File: config.mk
export PLATFORM = sky130hd
export DESIGN_NAME = kpbc_cell
export DESIGN_NICKNAME = d
export VERILOG_FILES = /design/src/rtl/kpbc_pkg.sv /design/src/rtl/kpbc_cell.sv
export SDC_FILE = /design/constraint.sdc
export NUM_CORES = 1
export LEC_CHECK = 0
export BUFFER_PORTS_ARGS = -buffer_cell sky130_fd_sc_hd__buf_2
export CAP_MARGIN = 20
export CORE_MARGIN = 3
export CORE_UTILIZATION = 42
export CTS_CLUSTER_DIAMETER = 120
export DETAILED_ROUTE_END_ITERATION = 12
export PLACE_DENSITY = 0.78
export SETUP_SLACK_MARGIN = 0.2
export SYNTH_ARGS = -nofsm -noshare
export SYNTH_HDL_FRONTEND = slang
export SYNTH_SLANG_ARGS = --single-unit
File: constraint.sdc
create_clock -name clk -period 2.1 [get_ports clk]
set_input_delay 0.105 -clock clk [delete_from_list [all_inputs] [get_ports clk]]
set_output_delay 0.105 -clock clk [all_outputs]
set_load 0.02 [all_outputs]
File: src/rtl/kpbc_pkg.sv
// Package for the key press balance checker: verdict codes, widths and cell control.
package kpbc_pkg;

	// Largest number of checked steps in one sequence.
	localparam int MaxStepsDefault = 16;

	// Fixed field widths.
	localparam int KeyW     = 16;
	localparam int ValueW   = 8;
	localparam int VerdictW = 3;
	localparam int SeenW    = 5;

	// Verdict codes, also used as the first-error code (OK means no error yet).
	typedef enum logic [VerdictW-1:0] {
		VERDICT_OK           = 3'd0,
		VERDICT_BAD_STEP     = 3'd1,
		VERDICT_PRESSED_TWICE = 3'd2,
		VERDICT_RELEASE_UNHELD = 3'd3,
		VERDICT_LEFT_HELD    = 3'd4,
		VERDICT_TOO_MANY     = 3'd5
	} verdict_t;

	// Per-step command broadcast to every cell of the held-key chain.
	typedef struct packed {
		logic            append;  // store keycode in the first free cell
		logic            shift;   // remove the matching key by shifting cells down
		logic [KeyW-1:0] keycode; // keycode of the current step
	} cell_ctrl_t;

endpackage

File: src/rtl/kpbc_cell.sv
// One held-key cell: stores a keycode, compares it, and shifts down from its neighbor.
module kpbc_cell import kpbc_pkg::*; #(
	parameter int CNT_W = 5,
	parameter int IDX   = 0
) (
	input  logic             clk,
	input  cell_ctrl_t       ctrl,      // command of the current step
	input  logic [CNT_W-1:0] count,     // number of occupied cells
	input  logic [KeyW-1:0]  next_key,  // key held by the cell above
	input  logic             hit_in,    // a cell below matched the keycode
	output logic [KeyW-1:0]  key,       // key held by this cell
	output logic             hit_out    // this cell or one below matched
);

	localparam logic [CNT_W-1:0] MyIdx = CNT_W'(IDX);

	logic [KeyW-1:0] key_q;
	logic            occupied;
	logic            match;

	// A cell takes part only while it lies below the fill count.
	assign occupied = MyIdx < count;
	assign match    = occupied && (key_q == ctrl.keycode);
	assign hit_out  = hit_in || match;
	assign key      = key_q;

	// Append writes the first free cell; a release closes the gap from above.
	always_ff @(posedge clk) begin
		if (ctrl.append && (MyIdx == count)) begin
			key_q <= ctrl.keycode;
		end else if (ctrl.shift && (hit_in || match)) begin
			key_q <= next_key;
		end
	end

endmodule

# == After elaboration in Yosys (flattened, before gate mapping) ==
# Cells that the tools add are included.
# word_totals
regBits,16
latch_bits,0
ramBits,0
romBits,0
in_bits,41
output_inout_bits,17
wordCells,11
mem_count,0
# op_classes
n_addsub,0
multipliers,0
n_div,0
n_lt_le_gt_ge,1
eq_ne,1
shift,0
mux,2
n_bitwise,0
reduce_logical,6
# op_table
operator,count
2-to-1 mux 16 bit,2
equality test 16 bit,1
zero test 5 bit,1
"less-than comparator 1 x 5 -> 1 bit, first input constant",1
logical AND 1 bit,3
nonzero test 2 bit,1
logical OR 1 bit,1

# == Depth between registers and ports, before layout ==
# Gate-level depths: netlist of the first run.
# depth
ltp_word,6
depth_mapped,5
mapped_depth_nobuf,4

# == Worst setup path before layout of the first run ==
# No wires, ideal clock.
# synth_timing
path_kind,register to register
start,reg key_q[4] (netlist: key[4])
end,reg key_q[0] (netlist: key[0]) (enable)
setup_time_ns,0.367
arrival_time_ns,1.417
t_required_ns,1.733
setup_slack_ns,0.316
stages_incl_launch_ff,5
path_buffers,0
period_less_slack_ns,1.784
path_cell_list,edfxtp_1 > xnor2_1 > nand4_1 > nor3_1 > a21o_1
# synth_between
elab_chain_len,5
# synth_rtl
element,line_no,source
start: declaration,kpbc_cell.sv:17,logic [KeyW-1:0] key_q;
start signal: assignment,kpbc_cell.sv:30,key_q <= ctrl.keycode;
start signal: assignment,kpbc_cell.sv:32,key_q <= next_key;
equality test 16 bit,kpbc_cell.sv:23,assign match = occupied && (key_q == ctrl.keycode);
logical AND 1 bit,kpbc_cell.sv:23,
logical OR 1 bit,kpbc_cell.sv:31,end else if (ctrl.shift && (hit_in || match)) begin
logical AND 1 bit,kpbc_cell.sv:31,
nonzero test 2 bit (no line),--,
# No other way between the ends.
# A chain may end at the register's enable or synchronous reset.

# == Worst setup path in the final report of the first run ==
# layout_timing
start,reg key_q[13] (netlist: key[13])
end,out hit_out
# layout_between
elab_chain_len,3
# layout_rtl
element,line_no,source
equality test 16 bit,kpbc_cell.sv:23,
logical AND 1 bit,kpbc_cell.sv:23,
logical OR 1 bit,kpbc_cell.sv:24,assign hit_out = hit_in || match;
end: declaration,kpbc_cell.sv:12,output logic hit_out
# No other way between the ends.

==> results summary, run 1 <==
During placement, the flow inserted port buffers numbering 57. Yosys printed 0 warnings. The final critical path time including I/O delays and setup is 1.716 ns.

The data arrival at the endpoint of the critical path came out at 1.61 ns. The nature of the critical path endpoint is an output pin. The post-synthesis compound-gate area fraction is 0.01852. The clock-pin slew reported for the worst setup and hold paths after clock tree synthesis came out at about 0.090 ns. The global-route usage over all layers is 0.1580. The post-route fraction of the period consumed by the critical path is 0.8172. IR analysis of the VDD net gives a maximum drop of 0.3843 mV. The instance count along the most critical hold path came out at 2. At the worst endpoint, the required time is 2.00 ns.

The number of optimization iterations in the first detailed-route pass came out at 3. Setup repair after global routing left no endpoint under its margin. The root buffer cell chosen for the clock tree is clkbuf_4. The area enclosed by the die boundary came out at 2857 um^2. The depth of the worst register-to-register path is 5. The post-detailed-route count of antenna-violating nets is 0.

The run finished with clean final reports. The number of fillers in the final layout came out at approximately 170. The number of nets in the layout is 168. The effective utilization at floorplan came out at 0.4632. The antenna diode count is 0. The number of post-CTS setup repair buffers is 0.

The count of maximum capacitance violations is 0. The total routed wirelength is roughly 2100 um. The share of synthesized cell area in and, or, nand and nor gates is 0.08730. The multiplexer share of the synthesized area came out at 0.2262. STA classifies the critical path startpoint as a flip-flop. The final hold violation count came out at 0. The worst-case headroom to the max-slew limit came out at 0.8113. The largest net degree at the start of global routing is 13. The number of hold-repair buffers added at the cts stage is 0. The latest clock arrival within the worst-skew pair came out at 0.27 ns. The largest area contributor in the synthesized netlist is edfxtp_1. The number of violations reported at the end of detailed-routing iteration 0 is 2. Summed over all layers, the global routing overflow is 0. The post-synthesis area per instance is ~15 um^2. The portion of synthesized cell area occupied by the leading cell type is 0.5079. The critical path class is reg2out. The largest driver fanout on the critical path is 2. The fraction of layout instances using a drive strength above 1 is 0.6429. The cell area after technology mapping came out at between 900 and 1000 um^2. The max-slew violation count came to 0. Setup total negative slack on the finished layout was measured at 0 ns. The die width came out at 53.46 um.

a little under 60 I/O pins were placed. The core occupancy in the finished layout came out at 0.6428. The slew of the pin with the lowest slew margin is 0.2816 ns. After floorplanning, the core was sized to cover 2042 um^2. The post-synthesis instance total came out at 64.

After synthesis, the largest family of logic cells by area is multiplexers. The layout overhead on the synthesized area came out at 38.76%. The average wire per standard cell came out at 14.01 um. The number of antenna violations at the first check in global routing is 0. The vias after detailed routing is 743.

The path class of the tightest hold or removal check is in2reg. After legalization and detailed placement, the total HPWL measured 1822 um. The fraction of synthesized cell area in xor and xnor cells is 0.1481. The CTS tree is yes. Setup violations remaining at the end of the flow were counted as 0.

TritonCTS created 3 clock buffers. By area the synthesized netlist is led by edfxtp_1 51%, mux2_4 14%, xnor2_1 11%. The number of gates resized after CTS was 0.

The number of flip-flops in the largest register came out at 16. The total nets after synthesis came out at 105. The count of distinct cell types in the synthesized netlist came out at 15. The number of synthesized register bits is 16.

The via count of the first global-routing pass is 711. Of the total synthesized cell area, the portion taken by full adders, half adders and majority gates is 0. The post-synthesis sequential area ratio came out at 0.5079.

The leakage power total is 0.5994 nW. Timing would allow up to between 500 and 600 MHz. The largest individual stage delay along the critical path comes from the cell edfxtp_1. The power density over cell area came out at 558.5 nW/um^2. The vertical die dimension is 53.46 um. The buffer depth of the longest clock path is 2. The via-per-instance ratio came out at between 4 and 5. Routability-driven placement finished with a final weighted congestion of 0.6930. For this run, the slowest stage of the critical path takes 0.41 ns.

The worst setup skew after layout is 0.001189 ns. The remaining routing DRC violations is 0. Traced cell by cell, the critical path runs through xnor2_1 > nand4_1 > nor3_2 > a41o_1 > buf_2.

The first global-routing pass estimated 3208 um of wire. CTS saw 16 sinks. The placement row count is 16. In this run the number of H-tree levels came out at 1.
critical path: cells and delay by family (launching register included):
family / cells / cell delay (ns)
DFF: 1 / 0.41
and+or+nand+nor: 2 / 0.39
AOI/OAI and AO/OA: 1 / 0.21
xor gates and xnor gates: 1 / 0.18
buffers and inverters: 1 / 0.16
cell usage in the layout (no fill, tap or decap):
| cell type | Yosys | final |
|---|---|---|
| a21o_1 | 1 | 1 |
| a41o_1 | 1 | 1 |
| and4_1 | 1 | 1 |
| buf_12 | 0 | 1 |
| buf_2 | 0 | 57 |
| buf_4 | 0 | 1 |
| clkbuf_4 | 0 | 3 |
| clkinv_1 | 0 | 1 |
| edfxtp_1 | 16 | 16 |
| mux2_2 | 7 | 7 |
| mux2_4 | 9 | 9 |
| nand2_1 | 3 | 3 |
| nand3_4 | 1 | 1 |
| nand4_1 | 3 | 3 |
| nor2_1 | 3 | 3 |
| nor3_2 | 1 | 2 |
| xnor2_1 | 12 | 12 |
| xor2_1 | 4 | 4 |
routing by layer:
layer,routed length [um],GRT usage,up-vias,share of wire
li1,-,-,363,-
met1,843,0.1919,343,0.39
met2,1099,0.2592,33,0.51
met3,164,0.04225,4,0.077
met4,36,0.06809,0,0.017
met5,0,0,-,0
power breakdown:
| part | internal (W) | total, W | switching (W) |
|---|---|---|---|
| sequential | 0.000380 | 0.000394 | 0.0000145 |
| clock | 0.0000686 | 0.000159 | 0.0000900 |
| combinational | 0.0000916 | 0.000180 | 0.0000887 |
cell usage after synthesis (all sizes together):
cell / number
a41o: 1
xnor2: 12
nand2: 3
nor3: 2
xor2: 4
mux2: 16
nand4: 3
edfxtp: 16
nand3: 1
a21o: 1
and4: 1
nor2: 3
buf: 1
through the flow:
step	hold slack, ns	total power (W)	setup slack (ns)	instances	cell area, um^2
after floorplan	0.3225	0.0004993	0.3162	64	945.9
after global placement	0.4043	0.0005782	0.4273	149	1281
after detailed placement	0.4117	0.0005833	0.3503	149	1281
after CTS	0.1250	0.0007398	0.3288	153	1308
after global routing	0.1093	0.0007761	0.2408	153	1313
final	0.1287	0.0007330	0.3838	153	1313
cells by family (layout without fill, tap and decap cells):
logic type,count (synthesis),in the layout
XOR/XNOR,16,16
multiplexers,16,16
AND/OR/NAND/NOR,13,13
buffers and inverters,1,63
flip-flops,16,16
AO/OA/AOI/OAI,2,2
path summary, 6_finish.rpt:
check                    start           endpoint  slack, ns
max          key[13]$_DFFE_PP_            hit_out       0.38
min                next_key[1]   key[1]$_DFFE_PP_       0.13
max reg2reg  key[13]$_DFFE_PP_  key[10]$_DFFE_PP_       0.38
min reg2reg   key[5]$_DFFE_PP_   key[1]$_DFFE_PP_       1.01
final cells by class:
cell class | count | area [um^2] | area share
multi-input combinational | 47 | 459.2 | 0.3499
sequential | 16 | 480.5 | 0.3661
timing repair buffer | 59 | 312.8 | 0.2383
clock inverter | 1 | 3.754 | 0.002860
clock buffer | 3 | 22.52 | 0.01716
tap | 27 | 33.78 | 0.02574
Note: power is estimated with default switching activity, not from simulation.
==> run 2, diff against run 1 <==
--- a/config.mk
+++ b/config.mk
@@ -5,13 +5,14 @@
 export SDC_FILE = /design/constraint.sdc
 export NUM_CORES = 1
 export LEC_CHECK = 0
+export ABC_AREA = 1
 export BUFFER_PORTS_ARGS = -buffer_cell sky130_fd_sc_hd__buf_2
 export CAP_MARGIN = 20
 export CORE_MARGIN = 3
-export CORE_UTILIZATION = 42
+export CORE_UTILIZATION = 39
 export CTS_CLUSTER_DIAMETER = 120
 export DETAILED_ROUTE_END_ITERATION = 12
-export PLACE_DENSITY = 0.78
+export PLACE_DENSITY = 0.75
 export SETUP_SLACK_MARGIN = 0.2
 export SYNTH_ARGS = -nofsm -noshare
 export SYNTH_HDL_FRONTEND = slang
==> constraint.sdc (replaced) <==
create_clock -name clk -period 1.55 [get_ports clk]
set_input_delay 0.0775 -clock clk [delete_from_list [all_inputs] [get_ports clk]]
set_output_delay 0.0775 -clock clk [all_outputs]
set_load 0.02 [all_outputs]
==> run 2 against run 1 <==
Design area is 6.0% higher; sequential cell count stayed put; first-iteration DRC count grew to 6.0 times the previous value; register-to-register slack worse by 0.31 ns; global-route usage is 1.4 points lower; critical endpoint is now key[7]$_DFFE_PP_; largest cell class is now multi-input combinational cells; largest power group unchanged; highest routed layer unchanged.
==> results summary, run 2 <==
Outcome: complete, no violations (unchanged). The first-pass GRT wire length is 3539 um (was 3208 um). The clock net sink count is 16 (unchanged). The number of hold-repair buffers added at the cts stage came out at 0 (unchanged).

The number of violations reported at the end of detailed-routing iteration 0 came out at 12 (was 2). The count of flip-flops with a built-in enable after synthesis is 16 (unchanged). Most instantiated cells after synthesis: 36 x nand2_1, 16 x edfxtp_1, 15 x inv_1 (was 16 x edfxtp_1, 12 x xnor2_1, 9 x mux2_4).

The vias after detailed routing is 904 (was 743). The clock network power share came out at 0.211 (was 0.216). The largest area contributor in the synthesized netlist is edfxtp_1 (unchanged). The core area came to 2318 um^2 (was 2042 um^2). The multiplexer share of the synthesized area came out at 0.1200 (was 0.2262). Dividing the final minimum period by the clock period gives 0.9541. The net load switching power came out at 0.0002837 W (was 0.0001931 W). Crit-path cells: xor2_1 > nor2_1 > nand2_1 > nor2_1 > nand2_1 > nand2_2 > nand2_4 > nand2_8 (was xnor2_1 > nand4_1 > nor3_2 > a41o_1 > buf_2).

The combined buffer and inverter count along the critical path is 0 (was 1). The number of fillers in the final layout is 222 (was 173). The footprint of the multi-input gates was 498.0 um^2 (was 459.2 um^2). The fraction of synthesized cell area in xor and xnor cells is 0.07875 (was 0.1481).

The count of distinct cell types in the synthesized netlist is 13 (was 15). The worst-path cell with the longest stage delay is edfxtp_1 (unchanged). Leading post-synthesis cells by cell area: edfxtp_1 48%, nand2_1 14%, xor2_1 7.9% (was edfxtp_1 51%, mux2_4 14%, xnor2_1 11%). The data required time at the worst endpoint was 1.54 ns (was 2.00 ns).

The global-route usage over all layers came to 0.1438 (was 0.1580). The largest net degree at the start of global routing came out at 26 (was 13). The final HPWL from detailed placement was 1842 um (was 1822 um).

The placement row count came to 17 (was 16). The critical path's largest stage delay is 0.42 ns (was 0.41 ns). The total nets after synthesis is 149 (was 105). The buffer depth of the longest clock path is 2 (unchanged).

Commonest non-fill, non-tap cells in the layout: 56 x buf_2, 33 x nand2_1, 16 x edfxtp_1, 15 x inv_1, 10 x nor2_1 (was 57 x buf_2, 16 x edfxtp_1, 12 x xnor2_1, 9 x mux2_4, 7 x mux2_2). The largest voltage drop on the vdd net came out at 0.4825 mV (was 0.3843 mV). The final total power came out at 0.001004 W (was 0.0007330 W). The fraction of layout instances using a drive strength above 1 came out at 0.4583 (was 0.6429). The number of nets in the layout is 211 (was 168).

The final weighted congestion of routability-driven global placement came out at 0.6898 (was 0.6930). The slew of the pin with the lowest slew margin came out at 0.4181 ns (was 0.2816 ns). The CTS tree is yes (unchanged). The post-synthesis instance total is 108 (was 64). The share of synthesized registers carrying an async set or reset is 0 (unchanged). The number of flip-flops in the largest register is 16 (unchanged).

The nature of the critical path endpoint is a flip-flop (was output pin). The proportion of total power due to net switching is 0.2826 (was 0.2635). The clock-pin slew reported for the worst setup and hold paths after clock tree synthesis was 0.09 ns (about the same). The summed area of non-filler cells in the final layout is 1391 um^2 (was 1313 um^2).

The most instantiated library cell after synthesis is nand2_1 (was edfxtp_1). The share of power burned in registers is 0.534 (was 0.538). The number of top-level pins came to 58 (unchanged). The vertical die dimension is 56.66 um (was 53.46 um). The post-detailed-route count of antenna-violating nets came out at 0 (unchanged). The post-synthesis sequential area ratio came to 0.4800 (was 0.5079). The total routed wirelength came out at 2237 um (was 2143 um). The combinational family with the most area after synthesis is simple AND/OR/NAND/NOR gates (was multiplexers). The number of synthesized register bits came out at 16 (unchanged). The critical path class is reg2reg (was reg2out). The combinational cell fraction of total power is 0.256 (was 0.246). The count of input and output buffers is 57 (unchanged). The total negative slack for setup checks is 0 ns (unchanged). The portion of synthesized cell area occupied by the leading cell type is 0.4800 (was 0.5079).

The count of maximum capacitance violations is 0 (unchanged). The final hold violation count came out at 0 (unchanged). The worst hold path class is in2reg (unchanged).

The layout overhead on the synthesized area came out at 39.00% (was 38.76%). The worst setup skew after layout is 0.001827 ns (was 0.001189 ns). The final critical path time including I/O delays and setup is 1.479 ns. The post-synthesis area per instance came to 9.268 um^2 (was 14.78 um^2). The adder and majority gate portion of the synthesized area is 0 (unchanged).

The cell area reported after detailed placement was 1319 um^2 (was 1281 um^2). The number of optimization iterations in the first detailed-route pass is 4 (was 3). The leakage power total is 0.7326 nW (was 0.5994 nW). The area enclosed by the die boundary came to 3210 um^2 (was 2857 um^2). The average wire per standard cell came out at 11.41 um (was 14.01 um). The root buffer cell is clkbuf_4 (unchanged). The effective utilization at floorplan came out at 0.4317 (was 0.4632). The gate family responsible for the most delay along the worst path is simple AND/OR/NAND/NOR gates (was flip-flops). The worst-case headroom to the max-slew limit is 0.7213 (was 0.8113).

The latest clock arrival within the worst-skew pair came out at 0.28 ns (was 0.27 ns). The primary flip-flop cell chosen by synthesis mapping is edfxtp_1 (unchanged). The remaining routing DRC violations is 0 (unchanged). The final number of setup-violating endpoints came out at 0 (unchanged). The data arrival at the endpoint of the critical path came out at 1.47 ns (was 1.61 ns).

The antenna diode count is 0 (unchanged). The internal power component came out at 0.0007202 W (was 0.0005399 W). The share of synthesized cell area in and, or, nand and nor gates is 0.2150 (was 0.08730). The cell area after technology mapping is 1001 um^2 (was 945.9 um^2). The die width came out at 56.66 um (was 53.46 um).

The number of antenna violations at the first check in global routing is 0 (unchanged). The via-per-instance ratio came out at 4.612 (was 4.856). The post-synthesis compound-gate area fraction was 0.03500 (was 0.01852).

The leading cell type in the layout, fill and taps excluded was buf_2 (unchanged). The sum of overflow across all layers after global routing is 0 (unchanged). The depth of the CTS H-tree is 1 (unchanged). Timing would allow up to 676.2 MHz.

The via count of the first global-routing pass is 878 (was 711). The count of yosys warnings during synthesis came out at 0 (unchanged). The critical path startpoint category is a flip-flop (unchanged). The max-slew violation count is 0 (unchanged). The flip-flop and latch area came out at 480.5 um^2 (unchanged). Unrepaired setup endpoints after global routing: true (was false). The largest driver fanout on the critical path came out at 8 (was 2). The power density over cell area came out at 721.5 nW/um^2 (was 558.5 nW/um^2).

The clock buffer count from CTS came out at 3 (unchanged).
## run 2: worst min-delay path, delay by kind of cell
kind	cells	cell delay, ns
simple gates	1	0.04
buf+inv	1	0.07
compound gates	1	0.05
## run 2: what timing repair did
item | in CTS | in global routing
buffers inserted | 0 | 1
gates cloned | 1 | 0
pin swaps | 1 | 3
gates resized for setup | 5 | 1
endpoints found under the setup margin | 17 | 17
## run 2: power groups by stage
stage	Clock, W	Sequential [W]	Combinational (W)
floorplan	0	0.000585	0.0000963
global placement	0	0.000545	0.000238
detailed placement	0	0.000546	0.000246
CTS	0.000221	0.000536	0.000257
global route	0.000241	0.000540	0.000286
finish	0.000211	0.000536	0.000257
## run 2: kinds of logic (layout without fill, tap and decap cells)
family	count (synthesis)	in the layout
and+or+nand+nor	50	51
buffers and inverters	17	76
DFF	16	16
xor gates and xnor gates	9	9
muxes	9	9
AOI/OAI and AO/OA	7	7
## run 2: worst paths after layout
| check | end | cells past startpoint | from | slack (ns) |
|---|---|---|---|---|
| worst max-delay path | key[7]$_DFFE_PP_ | 8 | key[8]$_DFFE_PP_ | 0.07 |
| worst min-delay path | key[1]$_DFFE_PP_ | 3 | next_key[1] | 0.07 |
| worst max register to register | key[7]$_DFFE_PP_ | 8 | key[8]$_DFFE_PP_ | 0.07 |
| worst min register to register | key[13]$_DFFE_PP_ | 8 | key[6]$_DFFE_PP_ | 1.13 |
## run 2: per-layer routing
metal	up-vias	track usage	part of all wire	routed length [um]
met4	0	0.06102	0.0054	12
met5	-	0	0	0
li1	466	-	-	-
met3	2	0.03678	0.086	193
met2	32	0.2591	0.53	1187
met1	404	0.1571	0.38	842
## run 2: cell type report
cell class	instances	area share
clock buffer	3	0.01619
sequential	16	0.3453
tap	28	0.02518
inverter	15	0.04047
multi-input combinational	76	0.3579
timing repair buffer	58	0.2149
## run 2: through the flow
step / std cells / worst slack [ns] / hold slack (ns) / utilization
after detailed placement: 191 / 0.02310 / 0.3639 / 0.5688
after floorplan: 108 / -0.07700 / 0.2687 / -
final: 196 / 0.07115 / 0.07358 / 0.6001
after CTS: 195 / 0.05585 / 0.06527 / 0.5958
after global routing: 196 / -0.1209 / 0.07334 / 0.6001
after global placement: 191 / 0.04349 / 0.3630 / 0.5688
==> run 3, diff against run 2 <==
--- a/config.mk
+++ b/config.mk
@@ -6,13 +6,15 @@
 export NUM_CORES = 1
 export LEC_CHECK = 0
 export ABC_AREA = 1
+export ABC_CLOCK_PERIOD_IN_PS = 1550
 export BUFFER_PORTS_ARGS = -buffer_cell sky130_fd_sc_hd__buf_2
 export CAP_MARGIN = 20
 export CORE_MARGIN = 3
 export CORE_UTILIZATION = 39
 export CTS_CLUSTER_DIAMETER = 120
 export DETAILED_ROUTE_END_ITERATION = 12
-export PLACE_DENSITY = 0.75
+export GPL_TIMING_DRIVEN = 0
+export PLACE_DENSITY_LB_ADDON = 0.12
 export SETUP_SLACK_MARGIN = 0.2
 export SYNTH_ARGS = -nofsm -noshare
 export SYNTH_HDL_FRONTEND = slang
==> run 3 against run 2 <==
Routed wire length up 3.2%; sequential cell count did not move; critical path type unchanged; combinational power shrank 2%.
==> results summary, run 3 (synthesized netlist as in run 2, its figures left out) <==
The global routing usage on met2 was 0.2607 (was 0.2591). The final HPWL from detailed placement is 1837 um (was 1842 um). The largest driver fanout on the critical path is 8 (unchanged). The layout overhead on the synthesized area is 39.87% (was 39.00%). The met3 capacity usage during global routing is 0.02989 (was 0.03678). The depth of the CTS H-tree is 1 (unchanged).

The antenna diode count came out at 0 (unchanged). The latest clock arrival within the worst-skew pair came out at 0.28 ns (about the same). The number of optimization iterations in the first detailed-route pass is 4 (unchanged).

The CTS tree was yes (unchanged). The vertical die dimension was 56.66 um (unchanged). The buffer depth of the longest clock path is 2 (unchanged). The worst-path cell with the longest stage delay is edfxtp_1 (unchanged). The met1 global-route usage is 0.2061 (was 0.1571). The core area is 2318 um^2 (unchanged). The post-detailed-route count of antenna-violating nets is 0 (unchanged). The cell area reported after detailed placement came out at 1334 um^2 (was 1319 um^2). The sum of overflow across all layers after global routing is 0 (unchanged).

The critical path launch point was key[10]$_DFFE_PP_ (was key[8]$_DFFE_PP_). The via-per-instance ratio came out at 4.490 (was 4.612). The final total power came out at 0.001017 W (was 0.001004 W).

The die width is 56.66 um (unchanged). The most heavily used metal layer in global routing is met2 (unchanged). The startpoint of the worst register-to-register path is key[10]$_DFFE_PP_ (was key[8]$_DFFE_PP_). The gate family responsible for the most delay along the worst path is simple AND/OR/NAND/NOR gates (unchanged). The number of nets in the layout came out at 212 (was 211). The number of violations reported at the end of detailed-routing iteration 0 is 24 (was 12).

Crit-path cells: xor2_1 > nor2_1 > nand2_1 > nor2_1 > nand2_1 > nand2_2 > nand2_4 > nand2_8 (unchanged). The via count of the first global-routing pass is 885 (was 878). The data arrival at the endpoint of the critical path is 1.54 ns (was 1.47 ns). The post-route fraction of the period consumed by the critical path is 0.9943 (was 0.9541). The timing-limited maximum frequency is 648.9 MHz (was 676.2 MHz). The largest voltage drop on the vdd net is 0.6087 mV (was 0.4825 mV). The critical path startpoint category is a flip-flop (unchanged). The worst reg-to-reg setup slack is 0.009 ns (was 0.07 ns).

The average wire per standard cell is 11.66 um (was 11.41 um). The number of antenna violations at the first check in global routing came out at 0 (unchanged). The leakage power total came to 0.7366 nW (was 0.7326 nW). The instance count along the most critical hold path was 3 (unchanged). The total routed wirelength came out at 2308 um (was 2237 um).

The slew of the pin with the lowest slew margin came out at 0.7808 ns (was 0.4181 ns). The max-slew violation count is 0 (unchanged). The logic depth of the worst setup path including buffers was 8 (unchanged).

The clock buffer count from CTS is 3 (unchanged). The worst-case headroom to the max-slew limit came out at 0.4794 (was 0.7213). The count of input and output buffers is 57 (unchanged).

Outcome: complete, no violations (unchanged). The global-route usage over all layers came to 0.1534 (was 0.1438). The root buffer cell is clkbuf_4 (unchanged). The final weighted congestion of routability-driven global placement is 0.7521 (was 0.6898). The number of hold-repair buffers added at the cts stage is 0 (unchanged). The final critical path time including I/O delays and setup came out at 1.541 ns (was 1.479 ns). The first-pass GRT wire length came out at 3919 um (was 3539 um). The total negative slack for setup checks is 0 ns (unchanged). The final number of setup-violating endpoints is 0 (unchanged).

The largest net degree at the start of global routing came out at 12 (was 26). The leading cell type in the layout, fill and taps excluded is buf_2 (unchanged). The placement row count is 17 (unchanged). The fraction of layout instances using a drive strength above 1 was 0.4471 (was 0.4583). The nature of the critical path endpoint is a flip-flop (unchanged). The data required time at the worst endpoint is 1.55 ns (was 1.54 ns). The summed area of non-filler cells in the final layout is 1400 um^2 (was 1391 um^2). The post-layout instance count excluding filler cells came out at 198 (was 196). The depth of the worst register-to-register path is 8 (unchanged).

The area enclosed by the die boundary is 3210 um^2 (unchanged). The smallest hold slack is 0.07349 ns (was 0.07358 ns). The worst hold path class is in2reg (unchanged). The number of top-level pins is 58 (unchanged). The critical path's largest stage delay came to 0.42 ns (about the same). The total instance count after detailed placement is 193 (was 191).

The critical path class was reg2reg (unchanged). The capture point of the critical path is key[15]$_DFFE_PP_ (was key[7]$_DFFE_PP_). The combined buffer and inverter count along the critical path is 0 (unchanged). The number of flip-flops in the largest register is 16 (unchanged). The remaining routing DRC violations came out at 0 (unchanged). Commonest non-fill, non-tap cells in the layout: 56 x buf_2, 33 x nand2_1, 16 x edfxtp_1, 15 x inv_1, 11 x nor2_1 (was 56 x buf_2, 33 x nand2_1, 16 x edfxtp_1, 15 x inv_1, 10 x nor2_1). The count of maximum capacitance violations is 0 (unchanged). The clock net sink count is 16 (unchanged). The effective utilization at floorplan came out at 0.4317 (unchanged). The vias after detailed routing is 889 (was 904). The power density over cell area came out at 726.6 nW/um^2 (was 721.5 nW/um^2). The capture instance of the worst register-to-register path is key[15]$_DFFE_PP_ (was key[7]$_DFFE_PP_). The final hold violation count is 0 (unchanged). Unrepaired setup endpoints after global routing: true (unchanged). The clock-pin slew reported for the worst setup and hold paths after clock tree synthesis came to 0.10 ns (was 0.09 ns). The worst setup skew after layout is 0.004284 ns (was 0.001827 ns).
==> run 3: cell types whose count changed in the layout (fill, tap and decap cells not counted) <==
| cell | delta |
|---|---|
| nor2_1 | +1 |
| buf_6 | +1 |
| buf_4 | -1 |
| clkinv_1 | +1 |
| clkbuf_1 | +1 |
| nor2_2 | -1 |
==> run 3: stage by stage <==
stage | setup slack (ns) | util
after floorplan | -0.07700 | -
after global placement | -0.01534 | 0.5753
after detailed placement | -0.03679 | 0.5753
after CTS | 0.02136 | 0.6039
after global routing | -0.1376 | 0.6039
final | 0.008893 | 0.6039
==> run 3: worst min-delay path, delay by kind of cell <==
kind                   cells  cell delay [ns]
buffers and inverters      1             0.07
and+or+nand+nor            1             0.04
AOI/OAI and AO/OA          1             0.06
==> run 3: worst min-delay path by stage <==
| stage | to | from | slack, ns |
|---|---|---|---|
| global placement | key[7]$_DFFE_PP_ | next_key[7] | 0.36 |
| floorplan | key[0]$_DFFE_PP_ | next_key[0] | 0.27 |
| finish | key[12]$_DFFE_PP_ | next_key[12] | 0.07 |
| global route | key[2]$_DFFE_PP_ | next_key[2] | 0.08 |
| CTS | key[12]$_DFFE_PP_ | next_key[12] | 0.08 |
| detailed placement | key[12]$_DFFE_PP_ | next_key[12] | 0.37 |
==> run 3: where the power goes <==
| part | total, W | switching, W | internal, W |
|---|---|---|---|
| clock network | 0.000230 | 0.000137 | 0.0000932 |
| logic | 0.000253 | 0.000140 | 0.000113 |
| registers | 0.000535 | 0.0000200 | 0.000515 |
==> run 3: cell type report <==
type / instances / area (um^2)
flip-flops and latches: 16 / 480.5
fillers: 228 / 918.4
repair buffers: 57 / 291.5
inverters: 15 / 56.30
plain buffers: 2 / 15.01
clock inverters: 1 / 3.754
multi-input cells: 76 / 495.5
well taps: 28 / 35.03
clock buffers: 3 / 22.52
==> run 3: timing repair <==
action	in CTS	in global routing
gates resized for setup	5	0
buffers inserted	0	0
gates cloned	1	0
setup endpoints to repair	17	17
pin swaps	5	5
==> run 3: layer usage <==
| layer | up-vias | share of wire |
|---|---|---|
| met2 | 32 | 0.50 |
| li1 | 471 | - |
| met4 | 0 | 0 |
| met1 | 386 | 0.43 |
| met5 | - | 0 |
| met3 | 0 | 0.075 |
